==> src/sv/pdsr_pkg.sv <==
// shared types, register indexes and the slew step function for the pwm duty ramp
package pdsr_pkg;

    localparam int DUTY_W = 16;
    localparam int CHAN_W = 4;
    localparam int CFG_IDX_W = 2;
    localparam int CFG_DATA_W = 16;

    // configuration register indexes
    localparam logic [CFG_IDX_W-1:0] CFG_STEP_SIZE     = 2'd0;
    localparam logic [CFG_IDX_W-1:0] CFG_STEP_INTERVAL = 2'd1;
    localparam logic [CFG_IDX_W-1:0] CFG_MIN_DUTY      = 2'd2;
    localparam logic [CFG_IDX_W-1:0] CFG_MAX_DUTY      = 2'd3;

    // input modes and result kinds
    localparam logic MODE_SET  = 1'b0;
    localparam logic MODE_TICK = 1'b1;
    localparam logic KIND_SET  = 1'b0;
    localparam logic KIND_STEP = 1'b1;

    // one channel entry of the state memory
    typedef struct packed {
        logic [DUTY_W-1:0] target;
        logic [DUTY_W-1:0] duty;
        logic [DUTY_W-1:0] countdown;
    } t_chan;

    // one limited step of the duty toward the goal
    function automatic logic [DUTY_W-1:0] slew_step(
        input logic [DUTY_W-1:0] goal,
        input logic [DUTY_W-1:0] now,
        input logic [DUTY_W-1:0] step
    );
        logic [DUTY_W-1:0] res;
        if (goal >= now) begin
            res = ((goal - now) >= step) ? (now + step) : goal;
        end else begin
            res = ((now - goal) >= step) ? (now - step) : goal;
        end
        return res;
    endfunction

endpackage

==> src/sv/pdsr_in_if.sv <==
// input channel: mode, channel and value with valid/ready
interface pdsr_in_if;
    logic                          valid;
    logic                          ready;
    logic                          mode;
    logic [pdsr_pkg::CHAN_W-1:0]   channel;
    logic [pdsr_pkg::DUTY_W-1:0]   value;

    modport source (output valid, output mode, output channel, output value, input ready);
    modport sink   (input valid, input mode, input channel, input value, output ready);
endinterface

==> src/sv/pdsr_out_if.sv <==
// output channel: one ramp result with valid/ready
interface pdsr_out_if;
    logic                          valid;
    logic                          ready;
    logic                          kind;
    logic                          accepted;
    logic [pdsr_pkg::CHAN_W-1:0]   out_channel;
    logic [pdsr_pkg::DUTY_W-1:0]   duty;
    logic                          at_target;
    logic                          last;

    modport source (output valid, output kind, output accepted, output out_channel,
                    output duty, output at_target, output last, input ready);
    modport sink   (input valid, input kind, input accepted, input out_channel,
                    input duty, input at_target, input last, output ready);
endinterface

==> src/sv/pdsr_chan_mem.sv <==
// per-channel state memory with registered read and reset-valid bits
module pdsr_chan_mem #(
    parameter int DEPTH     = 2,
    parameter int INIT_DUTY = 0,
    parameter int AW        = 1
) (
    input  logic                  i_clk,
    input  logic                  i_rst_n,
    input  logic [AW-1:0]         i_rd_addr,
    output pdsr_pkg::t_chan       o_rd_data,
    input  logic                  i_wr_en,
    input  logic [AW-1:0]         i_wr_addr,
    input  pdsr_pkg::t_chan       i_wr_data
);

    pdsr_pkg::t_chan r_mem [DEPTH];
    pdsr_pkg::t_chan r_rd;
    logic [DEPTH-1:0] r_vld;
    logic             r_rvld;
    pdsr_pkg::t_chan  w_init;

    always_comb begin
        w_init.target    = '0;
        w_init.duty      = pdsr_pkg::DUTY_W'(INIT_DUTY);
        w_init.countdown = '0;
    end

    always_ff @(posedge i_clk) begin
        if (i_wr_en) begin
            r_mem[i_wr_addr] <= i_wr_data;
        end
        r_rd <= r_mem[i_rd_addr];
    end

    // entries not yet written read as their reset value
    always_ff @(posedge i_clk) begin
        if (!i_rst_n) begin
            r_vld  <= '0;
            r_rvld <= 1'b0;
        end else begin
            if (i_wr_en) begin
                r_vld[i_wr_addr] <= 1'b1;
            end
            r_rvld <= r_vld[i_rd_addr];
        end
    end

    assign o_rd_data = r_rvld ? r_rd : w_init;

endmodule

==> src/sv/pwm_duty_slew_ramp_core.sv <==
// pwm duty ramp with slew limiting over several channels, state held in one memory
// a set result passes the read, modify and flush states before the output register;
// a rejected set goes straight to flush; input is ready only in idle, so a new item
// is taken only once the last is flushed; a tick does a memory read-modify-write per channel
// reset: synchronous active low; control and config registers reset, every channel
// reads as target 0, duty INIT_DUTY, countdown 0 straight away (no clearing pass)
module pwm_duty_slew_ramp_core #(
    parameter int CHANNELS  = 2,
    parameter int INIT_DUTY = 0
) (
    input  logic                              i_clk,
    input  logic                              i_rst_n,
    pdsr_in_if.sink                           i_in,
    pdsr_out_if.source                        o_out,
    input  logic                              i_cfg_we,
    input  logic [pdsr_pkg::CFG_IDX_W-1:0]    i_cfg_idx,
    input  logic [pdsr_pkg::CFG_DATA_W-1:0]   i_cfg_data
);

    localparam int IDX_W = (CHANNELS > 1) ? $clog2(CHANNELS) : 1;
    localparam int DW    = pdsr_pkg::DUTY_W;
    localparam int CW    = pdsr_pkg::CHAN_W;

    // sequencer states
    typedef enum logic [3:0] {
        S_IDLE  = 4'b0001,
        S_READ  = 4'b0010,
        S_MOD   = 4'b0100,
        S_FLUSH = 4'b1000
    } t_state;

    t_state r_state, n_state;

    // configuration registers
    logic [DW-1:0] r_step_size, r_step_interval, r_min_duty, r_max_duty;

    // latched item
    logic          r_mode, n_mode;
    logic [DW-1:0] r_val, n_val;
    logic [IDX_W-1:0] r_idx, n_idx;

    // pending result: held until we know whether a later channel also steps
    logic          r_pv, n_pv;
    logic          r_pkind, n_pkind;
    logic          r_pacc, n_pacc;
    logic [CW-1:0] r_pch, n_pch;
    logic [DW-1:0] r_pduty, n_pduty;
    logic          r_pat, n_pat;

    // output register
    logic          r_ov;
    logic          r_okind, r_oacc, r_oat, r_olast;
    logic [CW-1:0] r_och;
    logic [DW-1:0] r_oduty;

    logic          w_push, w_push_last, w_can_push;

    // memory port signals
    pdsr_pkg::t_chan w_rd, w_wr;
    logic            w_wr_en;

    // step computation
    logic [DW-1:0] w_set_duty, w_tick_duty, w_cd_dec;
    logic          w_fire, w_tick_at, w_bad_set;
    logic [CW-1:0] w_cur_ch;

    pdsr_chan_mem #(
        .DEPTH     (CHANNELS),
        .INIT_DUTY (INIT_DUTY),
        .AW        (IDX_W)
    ) u_mem (
        .i_clk     (i_clk),
        .i_rst_n   (i_rst_n),
        .i_rd_addr (r_idx),
        .o_rd_data (w_rd),
        .i_wr_en   (w_wr_en),
        .i_wr_addr (r_idx),
        .i_wr_data (w_wr)
    );

    // configuration writes, the two-bit index selects one of the four registers
    always_ff @(posedge i_clk) begin
        if (!i_rst_n) begin
            r_step_size     <= DW'(10);
            r_step_interval <= DW'(10);
            r_min_duty      <= '0;
            r_max_duty      <= '1;
        end else if (i_cfg_we) begin
            unique case (i_cfg_idx)
                pdsr_pkg::CFG_STEP_SIZE:     r_step_size     <= i_cfg_data;
                pdsr_pkg::CFG_STEP_INTERVAL: r_step_interval <= i_cfg_data;
                pdsr_pkg::CFG_MIN_DUTY:      r_min_duty      <= i_cfg_data;
                pdsr_pkg::CFG_MAX_DUTY:      r_max_duty      <= i_cfg_data;
                default: ;
            endcase
        end
    end

    assign i_in.ready = (r_state == S_IDLE);
    assign w_can_push = !r_ov || o_out.ready;

    // set validity: channel counted from 1, value inside the limits
    assign w_bad_set = (i_in.channel == '0) || (i_in.channel > CW'(CHANNELS))
                     || (i_in.value > r_max_duty) || (i_in.value < r_min_duty);

    assign w_cur_ch    = CW'(r_idx) + CW'(1);
    assign w_set_duty  = pdsr_pkg::slew_step(r_val, w_rd.duty, r_step_size);
    assign w_tick_duty = pdsr_pkg::slew_step(w_rd.target, w_rd.duty, r_step_size);
    assign w_tick_at   = (w_tick_duty == w_rd.target);
    assign w_cd_dec    = w_rd.countdown - DW'(1);
    // countdown of one reaches zero on this tick
    assign w_fire      = (w_rd.countdown == DW'(1));

    always_comb begin
        n_state     = r_state;
        n_mode      = r_mode;
        n_val       = r_val;
        n_idx       = r_idx;
        n_pv        = r_pv;
        n_pkind     = r_pkind;
        n_pacc      = r_pacc;
        n_pch       = r_pch;
        n_pduty     = r_pduty;
        n_pat       = r_pat;
        w_push      = 1'b0;
        w_push_last = 1'b0;
        w_wr_en     = 1'b0;
        w_wr        = w_rd;

        unique case (r_state)
            S_IDLE: begin
                if (i_in.valid) begin
                    n_mode = i_in.mode;
                    n_val  = i_in.value;
                    if (i_in.mode == pdsr_pkg::MODE_TICK) begin
                        n_idx   = '0;
                        n_state = S_READ;
                    end else if (w_bad_set) begin
                        // rejected set: a single result, no state touched
                        n_pv    = 1'b1;
                        n_pkind = pdsr_pkg::KIND_SET;
                        n_pacc  = 1'b0;
                        n_pch   = i_in.channel;
                        n_pduty = '0;
                        n_pat   = 1'b0;
                        n_state = S_FLUSH;
                    end else begin
                        n_idx   = IDX_W'(i_in.channel - CW'(1));
                        n_state = S_READ;
                    end
                end
            end
            S_READ: begin
                // memory read at r_idx lands next cycle
                n_state = S_MOD;
            end
            S_MOD: begin
                if (r_mode == pdsr_pkg::MODE_SET) begin
                    w_wr_en          = 1'b1;
                    w_wr.target      = r_val;
                    w_wr.duty        = w_set_duty;
                    w_wr.countdown   = r_step_interval;
                    n_pv    = 1'b1;
                    n_pkind = pdsr_pkg::KIND_SET;
                    n_pacc  = 1'b1;
                    n_pch   = w_cur_ch;
                    n_pduty = w_set_duty;
                    n_pat   = (w_set_duty == r_val);
                    n_state = S_FLUSH;
                end else if (!(w_fire && r_pv && !w_can_push)) begin
                    // tick: hold here while an earlier step cannot be sent on
                    w_wr_en = (w_rd.countdown != '0);
                    if (w_fire) begin
                        w_wr.duty      = w_tick_duty;
                        w_wr.countdown = w_tick_at ? '0 : r_step_interval;
                        w_push         = r_pv;
                        n_pv    = 1'b1;
                        n_pkind = pdsr_pkg::KIND_STEP;
                        n_pacc  = 1'b1;
                        n_pch   = w_cur_ch;
                        n_pduty = w_tick_duty;
                        n_pat   = w_tick_at;
                    end else begin
                        w_wr.countdown = w_cd_dec;
                    end
                    if (r_idx == IDX_W'(CHANNELS - 1)) begin
                        n_state = S_FLUSH;
                    end else begin
                        n_idx   = r_idx + IDX_W'(1);
                        n_state = S_READ;
                    end
                end
            end
            S_FLUSH: begin
                // the held result is the final one of this item
                if (!r_pv) begin
                    n_state = S_IDLE;
                end else if (w_can_push) begin
                    w_push      = 1'b1;
                    w_push_last = 1'b1;
                    n_pv        = 1'b0;
                    n_state     = S_IDLE;
                end
            end
            default: n_state = S_IDLE;
        endcase
    end

    always_ff @(posedge i_clk) begin
        if (!i_rst_n) begin
            r_state <= S_IDLE;
            r_pv    <= 1'b0;
            r_ov    <= 1'b0;
        end else begin
            r_state <= n_state;
            r_pv    <= n_pv;
            if (w_push) begin
                r_ov <= 1'b1;
            end else if (o_out.ready) begin
                r_ov <= 1'b0;
            end
        end
    end

    // payload registers
    always_ff @(posedge i_clk) begin
        r_mode  <= n_mode;
        r_val   <= n_val;
        r_idx   <= n_idx;
        r_pkind <= n_pkind;
        r_pacc  <= n_pacc;
        r_pch   <= n_pch;
        r_pduty <= n_pduty;
        r_pat   <= n_pat;
        if (w_push) begin
            r_okind <= r_pkind;
            r_oacc  <= r_pacc;
            r_och   <= r_pch;
            r_oduty <= r_pduty;
            r_oat   <= r_pat;
            r_olast <= w_push_last;
        end
    end

    assign o_out.valid       = r_ov;
    assign o_out.kind        = r_okind;
    assign o_out.accepted    = r_oacc;
    assign o_out.out_channel = r_och;
    assign o_out.duty        = r_oduty;
    assign o_out.at_target   = r_oat;
    assign o_out.last        = r_olast;

endmodule
==> src/flat_wrapper.sv <==
// flat-port wrapper written by rule: the top's interface ports become plain ports
module pwm_duty_slew_ramp_core_flat 
#(
    parameter int CHANNELS  = 2,
    parameter int INIT_DUTY = 0
)
  (i_clk, i_rst_n, i_cfg_we, i_cfg_idx, i_cfg_data, i_in_valid, i_in_mode, i_in_channel, i_in_value, i_in_ready, o_out_valid, o_out_kind, o_out_accepted, o_out_out_channel, o_out_duty, o_out_at_target, o_out_last, o_out_ready);
  pdsr_in_if i_in_i ();
  pdsr_out_if o_out_i ();
  input  logic i_clk;
  input  logic i_rst_n;
  input  logic i_cfg_we;
  input  logic [pdsr_pkg::CFG_IDX_W-1:0] i_cfg_idx;
  input  logic [pdsr_pkg::CFG_DATA_W-1:0] i_cfg_data;
  input wire logic [$bits(i_in_i.valid)-1:0] i_in_valid;
  input wire logic [$bits(i_in_i.mode)-1:0] i_in_mode;
  input wire logic [$bits(i_in_i.channel)-1:0] i_in_channel;
  input wire logic [$bits(i_in_i.value)-1:0] i_in_value;
  output wire logic [$bits(i_in_i.ready)-1:0] i_in_ready;
  output wire logic [$bits(o_out_i.valid)-1:0] o_out_valid;
  output wire logic [$bits(o_out_i.kind)-1:0] o_out_kind;
  output wire logic [$bits(o_out_i.accepted)-1:0] o_out_accepted;
  output wire logic [$bits(o_out_i.out_channel)-1:0] o_out_out_channel;
  output wire logic [$bits(o_out_i.duty)-1:0] o_out_duty;
  output wire logic [$bits(o_out_i.at_target)-1:0] o_out_at_target;
  output wire logic [$bits(o_out_i.last)-1:0] o_out_last;
  input wire logic [$bits(o_out_i.ready)-1:0] o_out_ready;
  assign i_in_i.valid = i_in_valid;
  assign i_in_i.mode = i_in_mode;
  assign i_in_i.channel = i_in_channel;
  assign i_in_i.value = i_in_value;
  assign i_in_ready = i_in_i.ready;
  assign o_out_valid = o_out_i.valid;
  assign o_out_kind = o_out_i.kind;
  assign o_out_accepted = o_out_i.accepted;
  assign o_out_out_channel = o_out_i.out_channel;
  assign o_out_duty = o_out_i.duty;
  assign o_out_at_target = o_out_i.at_target;
  assign o_out_last = o_out_i.last;
  assign o_out_i.ready = o_out_ready;
  pwm_duty_slew_ramp_core #(.CHANNELS(CHANNELS), .INIT_DUTY(INIT_DUTY)) u_core (.i_clk(i_clk), .i_rst_n(i_rst_n), .i_in(i_in_i), .o_out(o_out_i), .i_cfg_we(i_cfg_we), .i_cfg_idx(i_cfg_idx), .i_cfg_data(i_cfg_data));
endmodule
==> config.mk <==
export PLATFORM = sky130hd
export DESIGN_NAME = pwm_duty_slew_ramp_core_flat
export DESIGN_NICKNAME = d
export VERILOG_FILES = /design/src/sv/pdsr_pkg.sv /design/src/sv/pdsr_in_if.sv /design/src/sv/pdsr_out_if.sv /design/src/sv/pdsr_chan_mem.sv /design/src/sv/pwm_duty_slew_ramp_core.sv /design/src/flat_wrapper.sv
export SDC_FILE = /design/constraint.sdc
export NUM_CORES = 1
export LEC_CHECK = 0
export BUFFER_PORTS_ARGS = -buffer_cell sky130_fd_sc_hd__clkbuf_2
export CORE_MARGIN = 5
export CORE_UTILIZATION = 55
export CTS_CLUSTER_SIZE = 12
export DETAILED_ROUTE_END_ITERATION = 10
export GPL_TIMING_DRIVEN = 0
export PLACE_DENSITY = 0.72
export SYNTH_ARGS = -nofsm -noshare
export SYNTH_HDL_FRONTEND = slang
export SYNTH_SLANG_ARGS = --single-unit
==> constraint.sdc <==
create_clock -name i_clk -period 15.6 [get_ports i_clk]
set_clock_uncertainty 0.2 [all_clocks]
set_input_delay 0 -clock i_clk [delete_from_list [all_inputs] [get_ports i_clk]]
set_output_delay 0 -clock i_clk [all_outputs]
set_load 0.05 [all_outputs]
Yosys cells after proc, flatten, opt, wreduce, memory -nomap -nowiden
Memories as Yosys holds them, arrays and structs flattened. A register that Yosys moved wholly into a read port is not among the register bits.
Cells that the tools add are included.
- add/subtract/negate cells: 10
- multipliers: 0
- divide/modulo/power cells: 0
- magnitude comparators: 11
- equal/unequal tests: 19
- shift-type cells: 0
- mux-type cells: 80
- bitwise operators: 1
- reduce and logical (&&, ||, !) cells: 24
- operator list (cell ; count):
    2-to-1 mux 16 bit ; 16
    greater-or-equal comparator 16 bit ; 6
    2-to-1 mux 48 bit ; 2
    subtractor 16 bit ; 5
    2-to-1 mux 32 bit ; 2
    2-to-1 mux 4 bit ; 14
    2-to-1 mux 1 bit ; 36
    equality test 16 bit ; 2
    one-hot mux 16 bit (2 select lines) ; 1
    adder 16 bit ; 1
    equality test 16 x 1 -> 1 bit, second input constant ; 1
    greater-than comparator 16 bit ; 1
    less-than comparator 16 bit ; 1
    one-hot mux 4 bit (4 select lines) ; 1
    nonzero test 16 bit ; 1
    subtractor 16 x 1 -> 16 bit, second input constant ; 1
    != test 3 bit, second input constant ; 4
    AND reduction 6 bit ; 2
    one-hot mux 1 bit (2 select lines) ; 5
    AND reduction 2 bit ; 5
    one-hot mux 4 bit (2 select lines) ; 1
    != test 2 bit, second input constant ; 3
    AND reduction 5 bit ; 1
    equality test 2 bit, second input constant ; 2
    other kinds (23) ; 31
- register bits: 138
- latch bits: 0
- memory bits (writable): 96
- ROM bits: 0
- input bits: 44
- output and inout bits: 26
- word-level logic and storage cells: 169
- memories: 1
- memory list (memory ; depth ; bits a word ; read ports ; clocked after Yosys merged registers in ; wr ports ; RTL line ; RTL):
    u_core.u_mem.r_mem ; 2 ; 48 ; 1 ; 1 ; 1 ; pdsr_chan_mem.sv:16 ; pdsr_pkg::t_chan r_mem [DEPTH];

Longest topological paths before layout
- word-level depth: 11
- gate-level depth with buffers: 34
- mapped depth without buffers: 26

By module
A second synthesis with hierarchy kept.
- cells, all modules: 2092
- area total of the unflattened synthesis: 19328.5 sq um
- by module, submodules not included (module ; times used ; cells an instance ; area each (sq um) ; seq. area each (sq um)):
    pwm_duty_slew_ramp_core ; 1 ; 1833 ; 14432.6 ; 3353.2
    pdsr_chan_mem ; 1 ; 259 ; 4895.9 ; 3903.7

Worst setup path after synthesis
No wires, ideal clock.
- path type: flip-flop to flip-flop
- start point: register u_core.u_mem.r_rvld
- end point: register u_core.r_pat (data pin)
- library setup time: 0.133 ns
- data arrival time: 6.318 ns
- required time: 15.267 ns
- setup slack: 8.949 ns
- stages on the path, launching flop included: 34
- buffers on the path: 8
- clock period less this slack: 6.651 ns
- cell sequence: dfxtp_1 > buf_6 > buf_2 > buf_2 > clkbuf_1 > clkbuf_1 > clkbuf_1 > and2_1 > clkbuf_1 > inv_1 > ha_1 > nor2b_1 > o21a_1 > o21ai_0 > a21oi_1 > o21ai_0 > a21oi_1 > o21a_1 > o31a_1 > o21ai_0 > o21ai_0 > xor2_1 > ha_1 > nand2_1 > nor2_1 > nand2_1 > o21ai_0 > a21boi_1 > clkbuf_1 > nand3_1 > and4_1 > nor4_1 > and3_1 > a32o_1
- word-level cells in the longest chain between the ends: 10
- elaborated cells on any way between the ends: 25
- ends and longest elaborated chain (what ; RTL line ; RTL):
    start, declared ; pdsr_chan_mem.sv:19 ; logic r_rvld;
    start signal, assigned ; pdsr_chan_mem.sv:44 ; r_rvld <= r_vld[i_rd_addr];
    2-to-1 mux 48 bit (*) ; pdsr_chan_mem.sv:48 ; assign o_rd_data = r_rvld ? r_rd : w_init;
    subtractor 16 bit (on tied branches) ; pdsr_pkg.sv:38, pdsr_pkg.sv:36 ;
    greater-or-equal comparator 16 bit (on tied branches) ; pdsr_pkg.sv:38, pdsr_pkg.sv:36 ;
    2-to-1 mux 16 bit (on tied branches) ; pdsr_pkg.sv:38, pdsr_pkg.sv:36 ;
    2-to-1 mux 16 bit ; pdsr_pkg.sv:35 ; if (goal >= now) begin
    equality test 16 bit ; pwm_duty_slew_ramp_core.sv:109 ; assign w_tick_at = (w_tick_duty == w_rd.target);
    2-to-1 mux 1 bit ; pwm_duty_slew_ramp_core.sv:173 ; if (w_fire) begin
    2-to-1 mux 1 bit ; pwm_duty_slew_ramp_core.sv:170 ; end else if (!(w_fire && r_pv && !w_can_push)) begin
    2-to-1 mux 1 bit (*) ; pwm_duty_slew_ramp_core.sv:158 ; if (r_mode == pdsr_pkg::MODE_SET) begin
    one-hot mux 1 bit (2 select lines) (*) ; pwm_duty_slew_ramp_core.sv:130 ; unique case (r_state)
    end signal, assigned ; pwm_duty_slew_ramp_core.sv:234 ; r_pat <= n_pat;
    end, declared ; pwm_duty_slew_ramp_core.sv:48 ; logic r_pat, n_pat;
Mark *: on every way between the ends. The rest lies on a longest branch, timed or not. The select of a mux whose other input is x is not followed.
A chain may end at the register's enable or synchronous reset.

Final worst setup path
Ends and elaborated chain as after synthesis.

==> reports/results.ini <==
[min_path]
holdCritPathClass = in2reg

[pwr]
p_total_w = 0.00174
intPower_w = 0.00125
combinationalPowerShare = 0.178
p_per_area_nw_per_um2 = 79.0
p_sw_w = 0.000492
p_leak_nw = 8.78
switching_share = 0.283
pwr-share-clk = 0.347
p_seq_frac = 0.474
irDropWorstVdd_mv = 0.108

[timing]
fin_ws_ns = 4.54
rsz0062_at_grt = no
fin_tns_setup_ns = 0
finalCritPeriodShare = 0.709
relSlewSlack = 0.0697
max_slew.worst_pin.slew_ns = 1.39
fin_crit_ns = 11.06
fmax_mhz = 90.4
final-hold-violation-count = 0
slew_viol_final = 0
setup_viol = 0

[die]
die_h_um = 199
rows = 69
ioPinCount = 70
dieWidth_um = 199
fp.dieArea_um2 = 39700
core_um2 = 35500
initial_utilization = 0.555

[run_status]
status = complete, no violations

[setup_path]
critPathLaunchType = register
cp_data_arrival_time_ns = 11.21
slowest_delay_ns = 0.79
cpMostUsedCell = clkbuf_1
criticalPathCategory = reg2reg
crit_path_top_delay_cell = clkbuf_1
worstPathRequired_ns = 15.75
cp-end-kind = register
cp_max_fo = 10

[global_routing]
grt_pass1_vias = 17900
track_usage = 0.377
antenna_found_initial = 1
grt_start_max_net_pins = 27
overflow = 0
grt_pass1_wl_um = 113000

[detailed_routing]
vias = 18800
drt_iter0_drc = 2691
firstDrtPassIters = 7
drc = 0
detail_route.wirelength_um = 76500
vias_per_cell = 6.67
wl_per_cell_um = 27.1
drtAntennaViolNets = 0

[cts]
htree_levels = 1
numCtsBuffers = 27
clockBufferDepth = 3
cts_tree = done
clk_latency_ns = 0.54
cts.clk_slew.worst_paths_ns = 0.06
cts.sink_count = 282
clockRootBuffer = clkbuf_16

[synthesis]
synth.distinct_cells = 91
synth-edff-count = 161
synth-async-reset-ratio = 0
yosys_warnings = 0
synth_ff_type = edfxtp_1
ys_ff_latch = 282
synthCells = 2189
syn_nets = 2406
seq_area_frac_synth = 0.368
syn_avg_cell_area_um2 = 9.00
syn_area_um2 = 19700

[final_layout]
diodes = 0
syn2layout_area_growth_pct = 11.6
drive_above_1_share = 0.0920
final_nets = 2555

[run]
drv_cap = 0

[placed_design]
dp_hpwl_um = 59100
pre_cts_slack_ns = 5.15
place_congestion = 1.06
portBuffers = 68

[cells by family after synthesis]
| group | count (synthesis) | synth area share |
|---|---|---|
| AO/OA/AOI/OAI | 681 | 0.236 |
| flip-flops | 282 | 0.368 |
| multiplexers | 60 | 0.0338 |
| adder cells (fa/ha/maj) | 175 | 0.112 |
| XOR/XNOR | 103 | 0.0469 |
| AND/OR/NAND/NOR | 638 | 0.153 |
| buffers and inverters | 250 | 0.0499 |
[registers in the layout, indices dropped and copies added, names as in the netlist, 2 cells and up]
signal                    flops
u_core.u_mem.r_mem           96
u_core.u_mem.r_rd            48
u_core.o_out.duty            16
u_core.r_max_duty            16
u_core.r_min_duty            16
u_core.r_pduty               16
u_core.r_step_interval       16
u_core.r_step_size           16
u_core.r_val                 16
u_core.o_out.out_channel      4
u_core.r_pch                  4
u_core.r_state                4
u_core.u_mem.r_vld            2
[synthesized netlist by cell type, types with 26 or more instances]
cell type,n,share of area
nand2_1,259,0.049
ha_1,171,0.11
edfxtp_1,161,0.25
a21oi_1,142,0.036
inv_1,127,0.024
nor2_1,127,0.024
dfxtp_1,121,0.12
o21ai_0,116,0.029
clkbuf_1,97,0.018
xnor2_1,66,0.029
a21boi_0,57,0.022
a21o_1,53,0.020
mux2_2,53,0.030
nand3_1,40,0.010
o211ai_1,37,0.014
xor2_1,35,0.016
o21a_1,34,0.013
nor3_1,28,0.0071
a211oi_1,27,0.010
nor2b_1,27,0.0086
a31oi_1,26,0.0083
[power groups by stage]
stage / registers [W] / logic (W) / clock network, W
after floorplan: 0.000826 / 0.000192 / 0
after global placement: 0.000838 / 0.000280 / 0
after detailed placement: 0.000838 / 0.000286 / 0
after CTS: 0.000822 / 0.000297 / 0.000604
after global routing: 0.000824 / 0.000332 / 0.000638
final: 0.000824 / 0.000310 / 0.000603
[path summary, 6_finish.rpt]
| kind | startpoint | to | slack, ns | depth (start not counted) |
|---|---|---|---|---|
| max | u_core.u_mem.r_rvld | u_core.r_pat | 4.54 | 30 |
| min reg2reg | u_core.r_pduty[10] | u_core.o_out.duty[10] | 0.21 | 0 |
| min | i_in_value[0] | u_core.r_val[0] | 0.05 | 2 |
| max reg2reg | u_core.u_mem.r_rvld | u_core.r_pat | 4.54 | 30 |
[worst max-delay path: cells and delay by family (launching register included)]
kind | cells | cell delay, ns
AO/OA/AOI/OAI | 7 | 2.54
XOR/XNOR | 1 | 0.13
adder cells (fa/ha/maj) | 2 | 0.58
buffers and inverters | 11 | 5.10
flip-flops | 1 | 0.32
AND/OR/NAND/NOR | 9 | 2.00
[repair_timing]
action,4_1_cts,5_1_grt
resized for setup,0,0
endpoints found under the setup margin,0,0
hold buffers,47,0
endpoints found under the hold margin,110,0
buffers inserted,0,0
[routing by layer]
metal | track usage | routed length (um) | vias to the layer above
li1 | - | - | 8355
met2 | 0.560 | 32300 | 1276
met5 | 0 | 0 | -
met3 | 0.0939 | 9510 | 217
met1 | 0.535 | 31300 | 8966
met4 | 0.135 | 3390 | 0
[metrics by stage]
stage	hold WS [ns]	instance area [um^2]	utilization	cells
detailed placement	0.0278	20700	0.584	2723
global route	0.0433	22000	0.620	2819
global placement	0.0176	20600	0.581	2718
floorplan	-0.101	19700	-	2189
finish	0.0457	22000	0.620	2819
CTS	0.0228	22000	0.620	2819
[area by class of cell]
| class | count | area [um^2] |
|---|---|---|
| repair buffers | 120 | 905 |
| plain buffers | 122 | 503 |
| fillers | 3022 | 13500 |
| well taps | 461 | 577 |
| clock inverters | 1 | 8.76 |
| inverters | 128 | 480 |
| clock buffers | 48 | 774 |
| flip-flops and latches | 282 | 7260 |
| multi-input cells | 1657 | 11500 |
[cells in the final DEF, fill, tap and decap left out, types with 20 or more instances in the layout]
cell type / instances
clkbuf_1: 116
a21oi_1: 142
nand2b_1: 21
xor2_1: 35
edfxtp_1: 161
ha_1: 171
dfxtp_1: 121
inv_1: 127
a21boi_0: 57
a21o_1: 53
nor2_1: 125
nor2b_1: 27
a211oi_1: 27
nor3_1: 27
a31oi_1: 26
mux2_2: 53
nand2_1: 259
clkbuf_16: 27
xnor2_1: 66
o21ai_0: 116
dlygate4sd3_1: 47
o211ai_1: 37
o21a_1: 34
nand4_1: 20
o22ai_1: 23
clkbuf_2: 68
nand3_1: 40
No activity file was read; power rests on OpenSTA's default activity.
